===== src/rtl/arpcr_pkg.sv =====
// arpcr_pkg: shared types and codes for the arp cache resolver
// no dependencies; imported by every module of the block
package arpcr_pkg;

  localparam logic [2:0] ACT_IDLE    = 3'd0;
  localparam logic [2:0] ACT_SEND    = 3'd1;
  localparam logic [2:0] ACT_HOLD    = 3'd2;
  localparam logic [2:0] ACT_REQUEST = 3'd3;
  localparam logic [2:0] ACT_REPLY   = 3'd4;
  localparam logic [2:0] ACT_RELEASE = 3'd5;
  localparam logic [2:0] ACT_DISCARD = 3'd6;
  localparam logic [2:0] ACT_ERROR   = 3'd7;

  localparam logic [1:0] ERR_NONE   = 2'd0;
  localparam logic [1:0] ERR_PROTO  = 2'd1;
  localparam logic [1:0] ERR_SUBNET = 2'd2;

  localparam logic [1:0] FUNC_RESOLVE = 2'd0;
  localparam logic [1:0] FUNC_ARP     = 2'd1;
  localparam logic [1:0] FUNC_TICK    = 2'd2;

  localparam logic [2:0] REG_LOCAL_IP      = 3'd0;
  localparam logic [2:0] REG_NET_MASK      = 3'd1;
  localparam logic [2:0] REG_GATEWAY_IP    = 3'd2;
  localparam logic [2:0] REG_LOCAL_MAC     = 3'd3;
  localparam logic [2:0] REG_QUERY_DELAY   = 3'd4;
  localparam logic [2:0] REG_RETRY_LIMIT   = 3'd5;
  localparam logic [2:0] REG_ENTRY_TIMEOUT = 3'd6;
  localparam logic [2:0] REG_SWEEP_PERIOD  = 3'd7;

  localparam logic [15:0] OPC_REQUEST = 16'd1;
  localparam logic [15:0] OPC_REPLY   = 16'd2;
  localparam logic [15:0] HW_ETHERNET = 16'd1;
  localparam logic [15:0] PROTO_IPV4  = 16'h0800;

  localparam logic [47:0] BCAST_MAC   = 48'hFFFF_FFFF_FFFF;
  localparam logic [3:0]  RETRY_MAX   = 4'hF;
  localparam logic [15:0] USE_MAX     = 16'hFFFF;
  localparam logic [4:0]  MAX_RESULTS = 5'd16;

  typedef struct packed {
    logic [31:0] local_ip;
    logic [31:0] net_mask;
    logic [31:0] gateway_ip;
    logic [47:0] local_mac;
    logic [15:0] query_delay;
    logic [3:0]  retry_limit;
    logic [15:0] entry_timeout;
    logic [15:0] sweep_period;
  } cfg_t;

  typedef struct packed {
    logic [2:0]  action;
    logic [1:0]  error_kind;
    logic [47:0] mac;
    logic [31:0] ip;
  } res_t;

  typedef enum logic [1:0] {CMD_RESOLVE, CMD_LEARN, CMD_TICK, CMD_SINGLE} cmd_kind_t;

  // resolve: res.ip is the next hop; learn: res.ip/mac are the sender
  typedef struct packed {
    cmd_kind_t kind;
    res_t      res;
  } cmd_t;

  typedef struct packed {
    logic        valid;
    logic        fin;
    res_t        res;
  } emit_t;

  typedef struct packed {
    logic [31:0] ip;
    logic [47:0] mac;
    logic [31:0] expires;
    logic [15:0] use_count;
    logic [31:0] query_time;
    logic [3:0]  retries;
  } entry_t;

  typedef enum logic [3:0] {
    B_IDLE, B_FIND, B_EVICT, B_INIT, B_HIT, B_LEARN,
    B_QUERY, B_SINGLE, B_TICK, B_SWEEP, B_FIN
  } bstate_t;

endpackage


===== src/rtl/arp_cache_resolver_core.sv =====
// arp_cache_resolver_core: top level of the arp cache resolver
// instantiates arpcr_front, arpcr_back and arpcr_outreg; uses arpcr_pkg
//
// usage: input transactions (func plus packet fields) are taken on
// in_valid when in_stall is low; result transactions leave on out_valid
// and are taken when out_stall is low. last marks the final result of a
// transaction; a tick with nothing to report gives no result at all.
// a two-entry command queue sits between the classifier and the table
// sequencer, so input keeps flowing while the sequencer works.
// the sequencer visits one slot a cycle as it scans the table, but a
// sweep pauses at a slot that sends a result until the output takes it.
// the first result is registered out as it leaves the pending stage.
// when out_stall is high the sequencer halts at its next result and the
// queue fills, then in_stall rises. reset clears the slot table valid
// bits, time, sweep countdown, queues and loads register defaults.
// configuration registers are written through cfg_we/cfg_index/cfg_data.
module arp_cache_resolver_core import arpcr_pkg::*; #(
  parameter int ENTRIES = 16
) (
  input  logic        clk,
  input  logic        rst,
  input  logic        cfg_we,
  input  logic [2:0]  cfg_index,
  input  logic [47:0] cfg_data,
  input  logic        in_valid,
  output logic        in_stall,
  input  logic [1:0]  func,
  input  logic [31:0] dest_ip,
  input  logic [15:0] arp_opcode,
  input  logic [15:0] arp_hw_type,
  input  logic [15:0] arp_proto_type,
  input  logic [31:0] sender_ip,
  input  logic [47:0] sender_mac,
  input  logic [31:0] target_ip,
  output logic        out_valid,
  input  logic        out_stall,
  output logic [2:0]  action,
  output logic [1:0]  error_kind,
  output logic [47:0] peer_mac,
  output logic [31:0] peer_ip,
  output logic        last
);

  cfg_t  cfg;
  logic  cmd_valid;
  cmd_t  cmd;
  logic  cmd_pop;
  emit_t em;
  logic  ready;

  always_ff @(posedge clk) begin
    if (rst) begin
      cfg.local_ip      <= 32'd0;
      cfg.net_mask      <= 32'hFFFF_FF00;
      cfg.gateway_ip    <= 32'd0;
      cfg.local_mac     <= 48'd0;
      cfg.query_delay   <= 16'd1;
      cfg.retry_limit   <= 4'd5;
      cfg.entry_timeout <= 16'd600;
      cfg.sweep_period  <= 16'd60;
    end else if (cfg_we) begin
      unique case (cfg_index)
        REG_LOCAL_IP:      cfg.local_ip      <= cfg_data[31:0];
        REG_NET_MASK:      cfg.net_mask      <= cfg_data[31:0];
        REG_GATEWAY_IP:    cfg.gateway_ip    <= cfg_data[31:0];
        REG_LOCAL_MAC:     cfg.local_mac     <= cfg_data;
        REG_QUERY_DELAY:   cfg.query_delay   <= cfg_data[15:0];
        REG_RETRY_LIMIT:   cfg.retry_limit   <= cfg_data[3:0];
        REG_ENTRY_TIMEOUT: cfg.entry_timeout <= cfg_data[15:0];
        REG_SWEEP_PERIOD:  cfg.sweep_period  <= cfg_data[15:0];
        default: ;
      endcase
    end
  end

  arpcr_front u_front (
    .clk, .rst, .cfg, .in_valid, .in_stall, .func, .dest_ip, .arp_opcode,
    .arp_hw_type, .arp_proto_type, .sender_ip, .sender_mac, .target_ip,
    .cmd_valid, .cmd, .cmd_pop
  );

  arpcr_back #(.ENTRIES(ENTRIES)) u_back (
    .clk, .rst, .cfg, .cmd_valid, .cmd_head(cmd), .cmd_pop, .em, .ready
  );

  arpcr_outreg u_out (
    .clk, .rst, .em, .ready, .out_valid, .out_stall, .action, .error_kind,
    .peer_mac, .peer_ip, .last
  );

endmodule


===== src/rtl/arpcr_front.sv =====
// arpcr_front: accepts input transactions, classifies them into commands
// and queues them for the back end; depends on arpcr_pkg
module arpcr_front import arpcr_pkg::*; (
  input  logic        clk,
  input  logic        rst,
  input  cfg_t        cfg,
  input  logic        in_valid,
  output logic        in_stall,
  input  logic [1:0]  func,
  input  logic [31:0] dest_ip,
  input  logic [15:0] arp_opcode,
  input  logic [15:0] arp_hw_type,
  input  logic [15:0] arp_proto_type,
  input  logic [31:0] sender_ip,
  input  logic [47:0] sender_mac,
  input  logic [31:0] target_ip,
  output logic        cmd_valid,
  output cmd_t        cmd,
  input  logic        cmd_pop
);

  cmd_t       q [2];
  logic       wp;
  logic       rp;
  logic [1:0] count;
  cmd_t       cmd_in;
  logic       push;
  logic [31:0] hop;

  assign hop = ((cfg.local_ip & cfg.net_mask) == (dest_ip & cfg.net_mask)) ?
               dest_ip : cfg.gateway_ip;

  always_comb begin
    cmd_in = '0;
    unique case (func)
      FUNC_RESOLVE: begin
        cmd_in.kind   = CMD_RESOLVE;
        cmd_in.res.ip = hop;
      end
      FUNC_ARP: begin
        cmd_in.kind = CMD_SINGLE;
        if (arp_hw_type != HW_ETHERNET || arp_proto_type != PROTO_IPV4 ||
            target_ip != cfg.local_ip ||
            (arp_opcode != OPC_REQUEST && arp_opcode != OPC_REPLY)) begin
          cmd_in.res.action     = ACT_ERROR;
          cmd_in.res.error_kind = ERR_PROTO;
        end else if (arp_opcode == OPC_REQUEST) begin
          cmd_in.res.action = ACT_REPLY;
          cmd_in.res.mac    = sender_mac;
          cmd_in.res.ip     = sender_ip;
        end else if ((sender_ip & cfg.net_mask) != (cfg.local_ip & cfg.net_mask)) begin
          cmd_in.res.action     = ACT_ERROR;
          cmd_in.res.error_kind = ERR_SUBNET;
        end else begin
          cmd_in.kind    = CMD_LEARN;
          cmd_in.res.mac = sender_mac;
          cmd_in.res.ip  = sender_ip;
        end
      end
      FUNC_TICK: cmd_in.kind = CMD_TICK;
      default: begin
        cmd_in.kind       = CMD_SINGLE;
        cmd_in.res.action = ACT_IDLE;
      end
    endcase
  end

  assign in_stall  = (count == 2'd2);
  assign push      = in_valid && !in_stall;
  assign cmd_valid = (count != 2'd0);
  assign cmd       = q[rp];

  always_ff @(posedge clk) begin
    if (push) q[wp] <= cmd_in;
    if (rst) begin
      wp    <= 1'b0;
      rp    <= 1'b0;
      count <= 2'd0;
    end else begin
      if (push) wp <= ~wp;
      if (cmd_pop) rp <= ~rp;
      count <= count + {1'b0, push} - {1'b0, cmd_pop};
    end
  end

endmodule


===== src/rtl/arpcr_back.sv =====
// arpcr_back: slot table and sequencer that carries out queued commands
// one slot visited per cycle unless a result stalls; depends on arpcr_pkg
module arpcr_back import arpcr_pkg::*; #(
  parameter int ENTRIES = 16
) (
  input  logic  clk,
  input  logic  rst,
  input  cfg_t  cfg,
  input  logic  cmd_valid,
  input  cmd_t  cmd_head,
  output logic  cmd_pop,
  output emit_t em,
  input  logic  ready
);

  localparam int IW = (ENTRIES > 1) ? $clog2(ENTRIES) : 1;
  localparam logic [IW-1:0] LAST = IW'(ENTRIES - 1);

  entry_t      table_q [ENTRIES];
  logic [ENTRIES-1:0] slot_valid;
  logic [ENTRIES-1:0] slot_queried;

  bstate_t     state, state_next;
  logic [IW-1:0] idx, idx_next;
  cmd_t        cmd;
  logic        sweeping, sweeping_next;
  logic [4:0]  cnt;
  logic        free_found, free_found_next;
  logic [IW-1:0] free_idx, free_idx_next;
  logic        min_found, min_found_next;
  logic [IW-1:0] min_idx, min_idx_next;
  logic [31:0] min_exp, min_exp_next;
  logic [31:0] now_ticks;
  logic [15:0] sweep_countdown, countdown_next;

  entry_t ent, ent_wr;
  logic   v, qd;
  logic   ent_we, valid_we, valid_val, q_we, q_val;
  logic   want, fin, go, cnt_full;
  res_t   res;
  logic   fresh, stale, freeable, q_block, hit;
  logic   cur_free, cur_min;
  logic [3:0]  ret_inc;
  logic [47:0] mac_q;
  logic [15:0] cd_load;

  assign ent = table_q[idx];
  assign v   = slot_valid[idx];
  assign qd  = slot_queried[idx];

  assign fresh    = ent.expires > now_ticks;
  assign stale    = v && !fresh;
  assign freeable = (ent.retries > cfg.retry_limit) || (ent.use_count == 16'd0);
  assign q_block  = qd && (({1'b0, ent.query_time} + {17'd0, cfg.query_delay}) >
                           {1'b0, now_ticks});
  assign ret_inc  = (ent.retries == RETRY_MAX) ? RETRY_MAX : ent.retries + 4'd1;
  assign mac_q    = (ret_inc > cfg.retry_limit) ? BCAST_MAC : ent.mac;
  assign hit      = v && (ent.ip == cmd.res.ip);
  assign cur_free = !v;
  assign cur_min  = v && (!min_found || ent.expires < min_exp);
  assign cd_load  = (sweep_countdown != 16'd0) ? sweep_countdown :
                    (cfg.sweep_period == 16'd0) ? 16'd1 : cfg.sweep_period;
  assign cnt_full = (cnt >= MAX_RESULTS);

  // outputs and table writes
  always_comb begin
    want      = 1'b0;
    fin       = 1'b0;
    res       = '0;
    ent_we    = 1'b0;
    ent_wr    = ent;
    valid_we  = 1'b0;
    valid_val = 1'b0;
    q_we      = 1'b0;
    q_val     = 1'b0;
    unique case (state)
      B_EVICT: begin
        want = 1'b1;
        res  = '{action: ACT_DISCARD, error_kind: ERR_NONE, mac: ent.mac, ip: ent.ip};
      end
      B_INIT: begin
        ent_we    = 1'b1;
        ent_wr    = '{ip: cmd.res.ip, mac: BCAST_MAC, expires: 32'd0, use_count: 16'd1,
                      query_time: 32'd0, retries: 4'd0};
        valid_we  = 1'b1;
        valid_val = 1'b1;
        q_we      = 1'b1;
      end
      B_HIT: begin
        want = 1'b1;
        if (fresh) begin
          res    = '{action: ACT_SEND, error_kind: ERR_NONE, mac: ent.mac, ip: cmd.res.ip};
          ent_we = 1'b1;
          ent_wr.use_count = (ent.use_count == USE_MAX) ? USE_MAX : ent.use_count + 16'd1;
        end else begin
          res = '{action: ACT_HOLD, error_kind: ERR_NONE, mac: ent.mac, ip: cmd.res.ip};
        end
      end
      B_LEARN: begin
        want   = 1'b1;
        res    = '{action: ACT_RELEASE, error_kind: ERR_NONE, mac: cmd.res.mac,
                   ip: cmd.res.ip};
        ent_we = 1'b1;
        ent_wr.mac       = cmd.res.mac;
        ent_wr.expires   = now_ticks + {16'd0, cfg.entry_timeout};
        ent_wr.retries   = 4'd0;
        ent_wr.use_count = 16'd0;
      end
      B_QUERY: begin
        if (!q_block) begin
          want   = 1'b1;
          res    = '{action: ACT_REQUEST, error_kind: ERR_NONE, mac: mac_q, ip: ent.ip};
          ent_we = 1'b1;
          ent_wr.query_time = now_ticks;
          ent_wr.retries    = ret_inc;
          ent_wr.mac        = mac_q;
          q_we  = 1'b1;
          q_val = 1'b1;
        end
      end
      B_SINGLE: begin
        want = 1'b1;
        res  = cmd.res;
      end
      B_SWEEP: begin
        if (stale && freeable) begin
          want = 1'b1;
          res  = '{action: ACT_DISCARD, error_kind: ERR_NONE, mac: ent.mac, ip: ent.ip};
          valid_we = 1'b1;
          q_we     = 1'b1;
        end
      end
      B_FIN: fin = 1'b1;
      default: ;
    endcase
    go       = (want || fin) ? ((want && cnt_full) || ready) : 1'b1;
    em.valid = want && !cnt_full;
    em.fin   = fin;
    em.res   = res;
  end

  // next state
  always_comb begin
    state_next      = state;
    idx_next        = idx;
    sweeping_next   = sweeping;
    free_found_next = free_found;
    free_idx_next   = free_idx;
    min_found_next  = min_found;
    min_idx_next    = min_idx;
    min_exp_next    = min_exp;
    countdown_next  = sweep_countdown;
    cmd_pop         = 1'b0;
    unique case (state)
      B_IDLE: begin
        if (cmd_valid) begin
          cmd_pop         = 1'b1;
          idx_next        = '0;
          sweeping_next   = 1'b0;
          free_found_next = 1'b0;
          min_found_next  = 1'b0;
          unique case (cmd_head.kind)
            CMD_RESOLVE, CMD_LEARN: state_next = B_FIND;
            CMD_TICK:               state_next = B_TICK;
            default:                state_next = B_SINGLE;
          endcase
        end
      end
      B_FIND: begin
        if (hit) begin
          state_next = (cmd.kind == CMD_RESOLVE) ? B_HIT : B_LEARN;
        end else if (idx == LAST) begin
          if (free_found || cur_free) begin
            idx_next   = free_found ? free_idx : idx;
            state_next = B_INIT;
          end else begin
            idx_next   = cur_min ? idx : min_idx;
            state_next = B_EVICT;
          end
        end else begin
          idx_next = idx + 1'b1;
          if (cur_free && !free_found) begin
            free_found_next = 1'b1;
            free_idx_next   = idx;
          end
          if (cur_min) begin
            min_found_next = 1'b1;
            min_idx_next   = idx;
            min_exp_next   = ent.expires;
          end
        end
      end
      B_EVICT: if (go) state_next = B_INIT;
      B_INIT:  state_next = (cmd.kind == CMD_RESOLVE) ? B_HIT : B_LEARN;
      B_HIT:   if (go) state_next = fresh ? B_FIN : B_QUERY;
      B_LEARN, B_SINGLE: if (go) state_next = B_FIN;
      B_QUERY: begin
        if (go) begin
          if (!sweeping) state_next = B_FIN;
          else if (idx == LAST) state_next = B_FIN;
          else begin
            idx_next   = idx + 1'b1;
            state_next = B_SWEEP;
          end
        end
      end
      B_TICK: begin
        countdown_next = cd_load - 16'd1;
        if (cd_load == 16'd1) begin
          idx_next      = '0;
          sweeping_next = 1'b1;
          state_next    = B_SWEEP;
        end else begin
          state_next = B_FIN;
        end
      end
      B_SWEEP: begin
        if (stale && !freeable) state_next = B_QUERY;
        else if (go) begin
          if (idx == LAST) state_next = B_FIN;
          else idx_next = idx + 1'b1;
        end
      end
      B_FIN: if (go) state_next = B_IDLE;
      default: state_next = B_IDLE;
    endcase
  end

  always_ff @(posedge clk) begin
    if (cmd_pop) cmd <= cmd_head;
    idx      <= idx_next;
    free_idx <= free_idx_next;
    min_idx  <= min_idx_next;
    min_exp  <= min_exp_next;
    if (ent_we && go) table_q[idx] <= ent_wr;
    if (rst) begin
      state           <= B_IDLE;
      sweeping        <= 1'b0;
      free_found      <= 1'b0;
      min_found       <= 1'b0;
      cnt             <= 5'd0;
      now_ticks       <= 32'd0;
      sweep_countdown <= 16'd0;
      slot_valid      <= '0;
      slot_queried    <= '0;
    end else begin
      state           <= state_next;
      sweeping        <= sweeping_next;
      free_found      <= free_found_next;
      min_found       <= min_found_next;
      sweep_countdown <= countdown_next;
      if (state == B_TICK) now_ticks <= now_ticks + 32'd1;
      if (cmd_pop) cnt <= 5'd0;
      else if (em.valid && ready) cnt <= cnt + 5'd1;
      if (valid_we && go) slot_valid[idx] <= valid_val;
      if (q_we && go) slot_queried[idx] <= q_val;
    end
  end

endmodule


===== src/rtl/arpcr_outreg.sv =====
// arpcr_outreg: one-deep pending stage plus output register; marks the
// final result of each transaction; depends on arpcr_pkg
module arpcr_outreg import arpcr_pkg::*; (
  input  logic        clk,
  input  logic        rst,
  input  emit_t       em,
  output logic        ready,
  output logic        out_valid,
  input  logic        out_stall,
  output logic [2:0]  action,
  output logic [1:0]  error_kind,
  output logic [47:0] peer_mac,
  output logic [31:0] peer_ip,
  output logic        last
);

  res_t pend;
  logic pend_valid;
  logic out_free;

  assign out_free = !out_valid || !out_stall;
  assign ready    = (em.valid || em.fin) && (!pend_valid || out_free);

  always_ff @(posedge clk) begin
    if (ready && pend_valid) begin
      action     <= pend.action;
      error_kind <= pend.error_kind;
      peer_mac   <= pend.mac;
      peer_ip    <= pend.ip;
      last       <= em.fin;
    end
    if (ready && em.valid) pend <= em.res;
    if (rst) begin
      out_valid  <= 1'b0;
      pend_valid <= 1'b0;
    end else begin
      if (ready && pend_valid) out_valid <= 1'b1;
      else if (out_valid && !out_stall) out_valid <= 1'b0;
      if (ready) pend_valid <= em.valid;
    end
  end

endmodule


===== config.mk =====
export PLATFORM = sky130hd
export DESIGN_NAME = arp_cache_resolver_core
export DESIGN_NICKNAME = d
export VERILOG_FILES = /design/src/rtl/arpcr_pkg.sv /design/src/rtl/arp_cache_resolver_core.sv /design/src/rtl/arpcr_front.sv /design/src/rtl/arpcr_back.sv /design/src/rtl/arpcr_outreg.sv
export SDC_FILE = /design/constraint.sdc
export NUM_CORES = 2
export LEC_CHECK = 0
export ABC_AREA = 1
export BUFFER_PORTS_ARGS = -buffer_cell sky130_fd_sc_hd__buf_2
export CORE_UTILIZATION = 47
export CTS_CLUSTER_SIZE = 14
export DETAILED_ROUTE_END_ITERATION = 8
export SLEW_MARGIN = 10
export SYNTH_ARGS = -nofsm -noshare
export SYNTH_HDL_FRONTEND = slang
export SYNTH_SLANG_ARGS = --single-unit

===== constraint.sdc =====
create_clock -name clk -period 38.6 [get_ports clk]
set_input_delay 7.72 -clock clk [delete_from_list [all_inputs] [get_ports clk]]
set_output_delay 7.72 -clock clk [all_outputs]
set_load 0.01 [all_outputs]

## Yosys cells after proc, flatten, opt, wreduce, memory -nomap -nowiden

Memory sizes are Yosys's and may differ from the RTL's. A register that Yosys moved wholly into a read port is not among the register bits.
Cells that the tools add are included.
W data, S select, Z words.

| cells by class | value |
|---|---|
| add/subtract/negate cells | 10 |
| $lt $le $gt $ge | 8 |
| equal/unequal tests | 52 |
| muxes and demuxes | 106 |
| bitwise gates (word level) | 7 |
| reduce and logical (&&, ||, !) cells | 73 |

Operators with widths:

| cell | number |
|---|---|
| $pmux W85 S6 | 1 |
| $mux W80 | 3 |
| $pmux W32 S2 | 3 |
| $mux W84 | 2 |
| $pmux W48 S3 | 1 |
| $mux W4 | 27 |
| $and A32 B32 Y32 | 3 |
| $mux W48 | 2 |
| $mux W85 | 1 |
| $eq A32 B32 Y1 | 2 |
| $mux W16 | 4 |
| $mux W32 | 2 |
| $ne A32 B32 Y1 | 2 |
| $mux W50 | 1 |
| $pmux W16 S3 | 1 |
| $pmux W4 S10 | 1 |
| $mux W36 | 1 |
| $add A32 B16 Y33 | 1 |
| $gt A33 B32 Y1 | 1 |
| $add A32 B1 Y32 const B | 1 |
| $add A32 B16 Y32 | 1 |
| $bwmux W16 | 2 |
| $eq A16 B1 Y1 const B | 2 |
| $gt A32 B32 Y1 | 1 |
| 57 further kinds | 190 |

| word-level totals | value |
|---|---|
| bits in registers | 548 |
| bits in writable memories | 2,798 |
| input port bits | 250 |
| output and inout bits | 88 |
| word-level logic and storage cells | 297 |
| memories kept | 2 |

Memory list:

| name | words | bits a word | read ports | clocked after Yosys merged registers in | wr ports | RTL line | source |
|---|---|---|---|---|---|---|---|
| u_back.table_q | 16 | 164 | 1 | 1 | 1 | arpcr_back.sv:19 | `entry_t table_q [ENTRIES];` |
| u_front.q | 2 | 87 | 1 | 1 | 1 | arpcr_front.sv:22 | `cmd_t q [2];` |

## Longest topological paths before layout

| logic depth | value |
|---|---|
| word-level depth | 15 |
| depth in mapped cells | 60 |
| mapped depth without buffers | 45 |

## Cells and area by module

A second synthesis with hierarchy kept.

| second synthesis, totals | value |
|---|---|
| cells, all modules | 12,359 |
| area total of the unflattened synthesis | 143,316.2 µm² |

By module, submodules not included:

| module | times used | cells each | area each (µm²) | seq. area each (µm²) |
|---|---|---|---|---|
| arpcr_back | 1 | 9,957 | 120,461.8 | 84,651.2 |
| arpcr_front | 1 | 1,120 | 9,982.1 | 5,265.0 |
| arp_cache_resolver_core | 1 | 1,095 | 7,627.3 | 3,923.8 |
| arpcr_outreg | 1 | 187 | 5,245.0 | 5,175.0 |

## Least setup slack after synthesis

No wires, ideal clock.

| timing | value |
|---|---|
| kind | input port to flip-flop |
| start point | input port out_stall |
| end point | memory u_back.table_q[10][0] (netlist bit), enable pin |
| library setup time | 888 ps |
| arrival | 19,317 ps |
| required time | 37,712 ps |
| slack | 18,394 ps |
| stages on the path | 6 |
| cells stage by stage | nand2_1 nor2_1 nand2_4 o21ai_2 buf_2 nor3_1 |

| on the way | value |
|---|---|
| cells in the longest elaborated chain, start to end | 9 |

RTL lines:

| what | RTL line | source |
|---|---|---|
| start: declaration | arp_cache_resolver_core.sv:36 | `input logic out_stall,` |
| $logic_not A1 Y1 | arpcr_outreg.sv:21 | `assign out_free = !out_valid \|\| !out_stall;` |
| $logic_or A1 B1 Y1 | arpcr_outreg.sv:21 |  |
| $logic_or A1 B1 Y1 | arpcr_outreg.sv:22 | `assign ready = (em.valid \|\| em.fin) && (!pend_valid \|\| out_free);` |
| $logic_and A1 B1 Y1 | arpcr_outreg.sv:22 |  |
| $logic_or A1 B1 Y1 | arpcr_back.sv:136 | `go = (want \|\| fin) ? ((want && cnt_full) \|\| ready) : 1'b1;` |
| $mux W1 | arpcr_back.sv:136 |  |
| $logic_and A1 B1 Y1 | arpcr_back.sv:235 | `if (ent_we && go) table_q[idx] <= ent_wr;` |
| $mux W1 | arpcr_back.sv:235 |  |
| $mux W1 (implied by the code) | arpcr_back.sv:235 |  |
| end: declaration | arpcr_back.sv:19 |  |

No other way between the ends.

==> impl_metrics.ini <==
[timing]
worst_pin_slew_ns = 1.38
maxSlewViolCount = 0
finalCritPeriodShare_pct = 34.9
max-slew-margin-rel_pct = 8.17
final-setup-viol-count = 0
grt_setup_unrepaired = false
finalSetupTns_ns = 0
fmax_ghz = 0.0743
skew_ns = 0.0549
hold_viol_final = 0
period_needed_ns = 13.47

[run_status]
status = completed

[synth]
ys_top_cells_by_count = 3,097 x edfxtp_1, 1,855 x nor2_1, 1,813 x o21ai_0, 1,324 x nand2_1, 618 x inv_1
synth_top_cells_by_area = edfxtp_1 66%, o21ai_0 6.5%, nor2_1 5.0%
async_flop_share_pct = 0
synth_top_cell_by_area = edfxtp_1
yosysMostFrequentCell = edfxtp_1
synth-edff-count = 3097
synth_area_mm2 = 0.140
avgSynthCellArea_um2 = 11.7
synth-seq-cells = 3348
yosys_warnings = 0
ys_seq_area_share_pct = 69.9
postSynthCellCount = 11959
synth.distinct_cells = 60
ys.flop_type = edfxtp_1
yosysTopAreaCellShare_pct = 66.3
syn_nets = 12360

[setup_path]
max_stage_delay_ns = 1.09
ff2ff_path_depth = 32
path_max_fanout = 168
critPathKind = reg -> reg
cp.required_ns = 39.11
worst_setup_path_start_kind = flip-flop
cp_common_cell = buf_4
cp_slowest_cell = nor3_2
cp_data_arrival_time_ns = 13.98
endpoint_kind = flip-flop

[power]
p_leak_nw = 54.7
power_density_mw_per_mm2 = 83.9
irDropWorstVdd_uv = 92.3
netSwitchingFraction_pct = 37.7
p_int_w = 0.00821
p_sw_w = 0.00496
clockPowerShare_pct = 25.1
pwr-share-seq_pct = 41.2
power_frac_comb_pct = 33.7

[die]
die_x_um = 548
core_area_mm2 = 0.297
start_util_pct = 47.3
num_rows = 200
die_h_um = 548
dieArea_mm2 = 0.301
io_pins = 338

[clock_network]
htreeDepth = 5
clock_path_buffers = 4
cts_resized = 0
clk_pin_slew_ns = 0.06
clkSinkCount = 3348
cts_buffers = 353
cts_hold_buffers = 0
root_buffer = clkbuf_16
clk_latency_ns = 0.95
cts_tree = done
cts_setup_buffers = 0

[final_layout]
final_cells = 16392
drive_gt1_share_pct = 9.38
nets = 12555
area_growth_pct = 11.9
fill_cells = 25153

[grt]
grt_first_pass_wirelength_mm = 612
overflow = 0
grt_antenna_before_repair = 20
grt_max_degree = 252
grtUsageTotal_pct = 27.2
grt_pass1_vias = 93964

[placement]
gp_congestion = 0.930
placedCellCount = 15737
hpwl_mm = 229
numPortBuffers = 321

[detailed_routing]
drt-pass1-iter-count = 6
wl_per_cell_um = 25.7
wirelength_mm = 421
first_iter_violations = 11620
drcViolationCount = 0
top_layer = met5
via_count = 98406
wirelength_met1_mm = 176
wl_met3_mm = 37.1
ant_nets = 0
wl_met2_mm = 196
vias_per_cell = 6.00

[hold_path]
hold_class = reg -> reg
hold_depth = 0

[flow_run]
cap_violations = 0
registers in the layout (all words and copies together) (netlist names), 32 cells and up, named ones only:
register,count
u_back.cmd,86
u_out.peer_ip,32
u_out.peer_mac,48
u_front.q,172
u_back.now_ticks,32
u_back.table_q,2624
u_out.pend,85
u_back.min_exp,32
cfg,148
worst max-delay path: cells and delay by family, from the launching register on:
family	cells	cell delay, ns
adder cells (fa/ha/maj)	1	0.21
buffers and inverters	10	6.60
AND/OR/NAND/NOR	17	4.31
AO/OA/AOI/OAI	4	0.94
flip-flops	1	0.54
layer usage:
| layer | vias up | track usage (%) |
|---|---|---|
| li1 | 43870 | - |
| met1 | 49371 | 38.3 |
| met2 | 4482 | 43.6 |
| met3 | 679 | 4.23 |
| met4 | 4 | 7.84 |
| met5 | - | 0 |
final cells by class:
class | count | area, um^2 | share of cell area, %
antenna | 11 | 27.5 | 0.0175
clock buffer | 450 | 9390 | 5.98
clock inverter | 193 | 1830 | 1.17
inverter | 633 | 2430 | 1.55
multi-input combinational | 7241 | 36600 | 23.3
sequential | 3348 | 98000 | 62.4
tap | 3939 | 4930 | 3.14
timing repair buffer | 577 | 3730 | 2.37
path summary, 6_finish.rpt:
path                                      from                      to  slack, ns
worst min register to register  u_out.pend[71]      u_out.peer_mac[39]       0.41
worst max register to register       flip-flop  u_back.table_q[5][126]      25.13
worst max-delay path                 flip-flop  u_back.table_q[5][126]      25.13
worst min-delay path            u_out.pend[71]      u_out.peer_mac[39]       0.41
power groups by stage:
stage	combinational (W)	clock, W	sequential (W)
2_1_floorplan	0.00272	0	0.00549
3_3_place_gp	0.00419	0	0.00549
3_5_place_dp	0.00434	0	0.00550
4_1_cts	0.00436	0.00334	0.00543
5_1_grt	0.00483	0.00348	0.00545
6_report	0.00443	0.00331	0.00543
stage by stage:
| step | cell area, um^2 | utilization [%] | setup WS, ns | total power [W] | hold slack, ns |
|---|---|---|---|---|---|
| 2_1_floorplan | 140000 | - | 18.39 | 0.00821 | 0.400 |
| 6_report | 157000 | 52.9 | 25.13 | 0.0132 | 0.410 |
| 3_5_place_dp | 146000 | 49.1 | 25.23 | 0.00984 | 0.405 |
| 5_1_grt | 157000 | 52.9 | 24.49 | 0.0138 | 0.420 |
| 4_1_cts | 157000 | 52.9 | 25.22 | 0.0131 | 0.409 |
| 3_3_place_gp | 146000 | 49.1 | 25.33 | 0.00968 | 0.401 |
cell families (layout without fill, tap and decap cells):
logic type      Yosys count  in the layout  synth area share (%)
fa+ha+maj               151            151                  1.36
buf+inv                1370           1853                  4.18
compound gates         3146           3146                  12.9
simple gates           3852           3852                  11.1
other cells               0             11                     0
xor+xnor                 92             92                 0.574
flops                  3348           3348                  69.9
cells in the final DEF (no fill, tap or decap), drive strengths merged, types with 66 or more instances in the layout:
| master | instances |
|---|---|
| nand3 | 430 |
| o22ai | 420 |
| dfxtp | 251 |
| xor2 | 66 |
| o21ai | 1875 |
| nand2 | 1333 |
| clkinv | 157 |
| nand4 | 90 |
| ha | 149 |
| edfxtp | 3097 |
| o211ai | 162 |
| inv | 637 |
| a21oi | 294 |
| buf | 577 |
| o221ai | 292 |
| clkbuf | 450 |
| nor2 | 1859 |
Power figures use the tool's default switching activity.
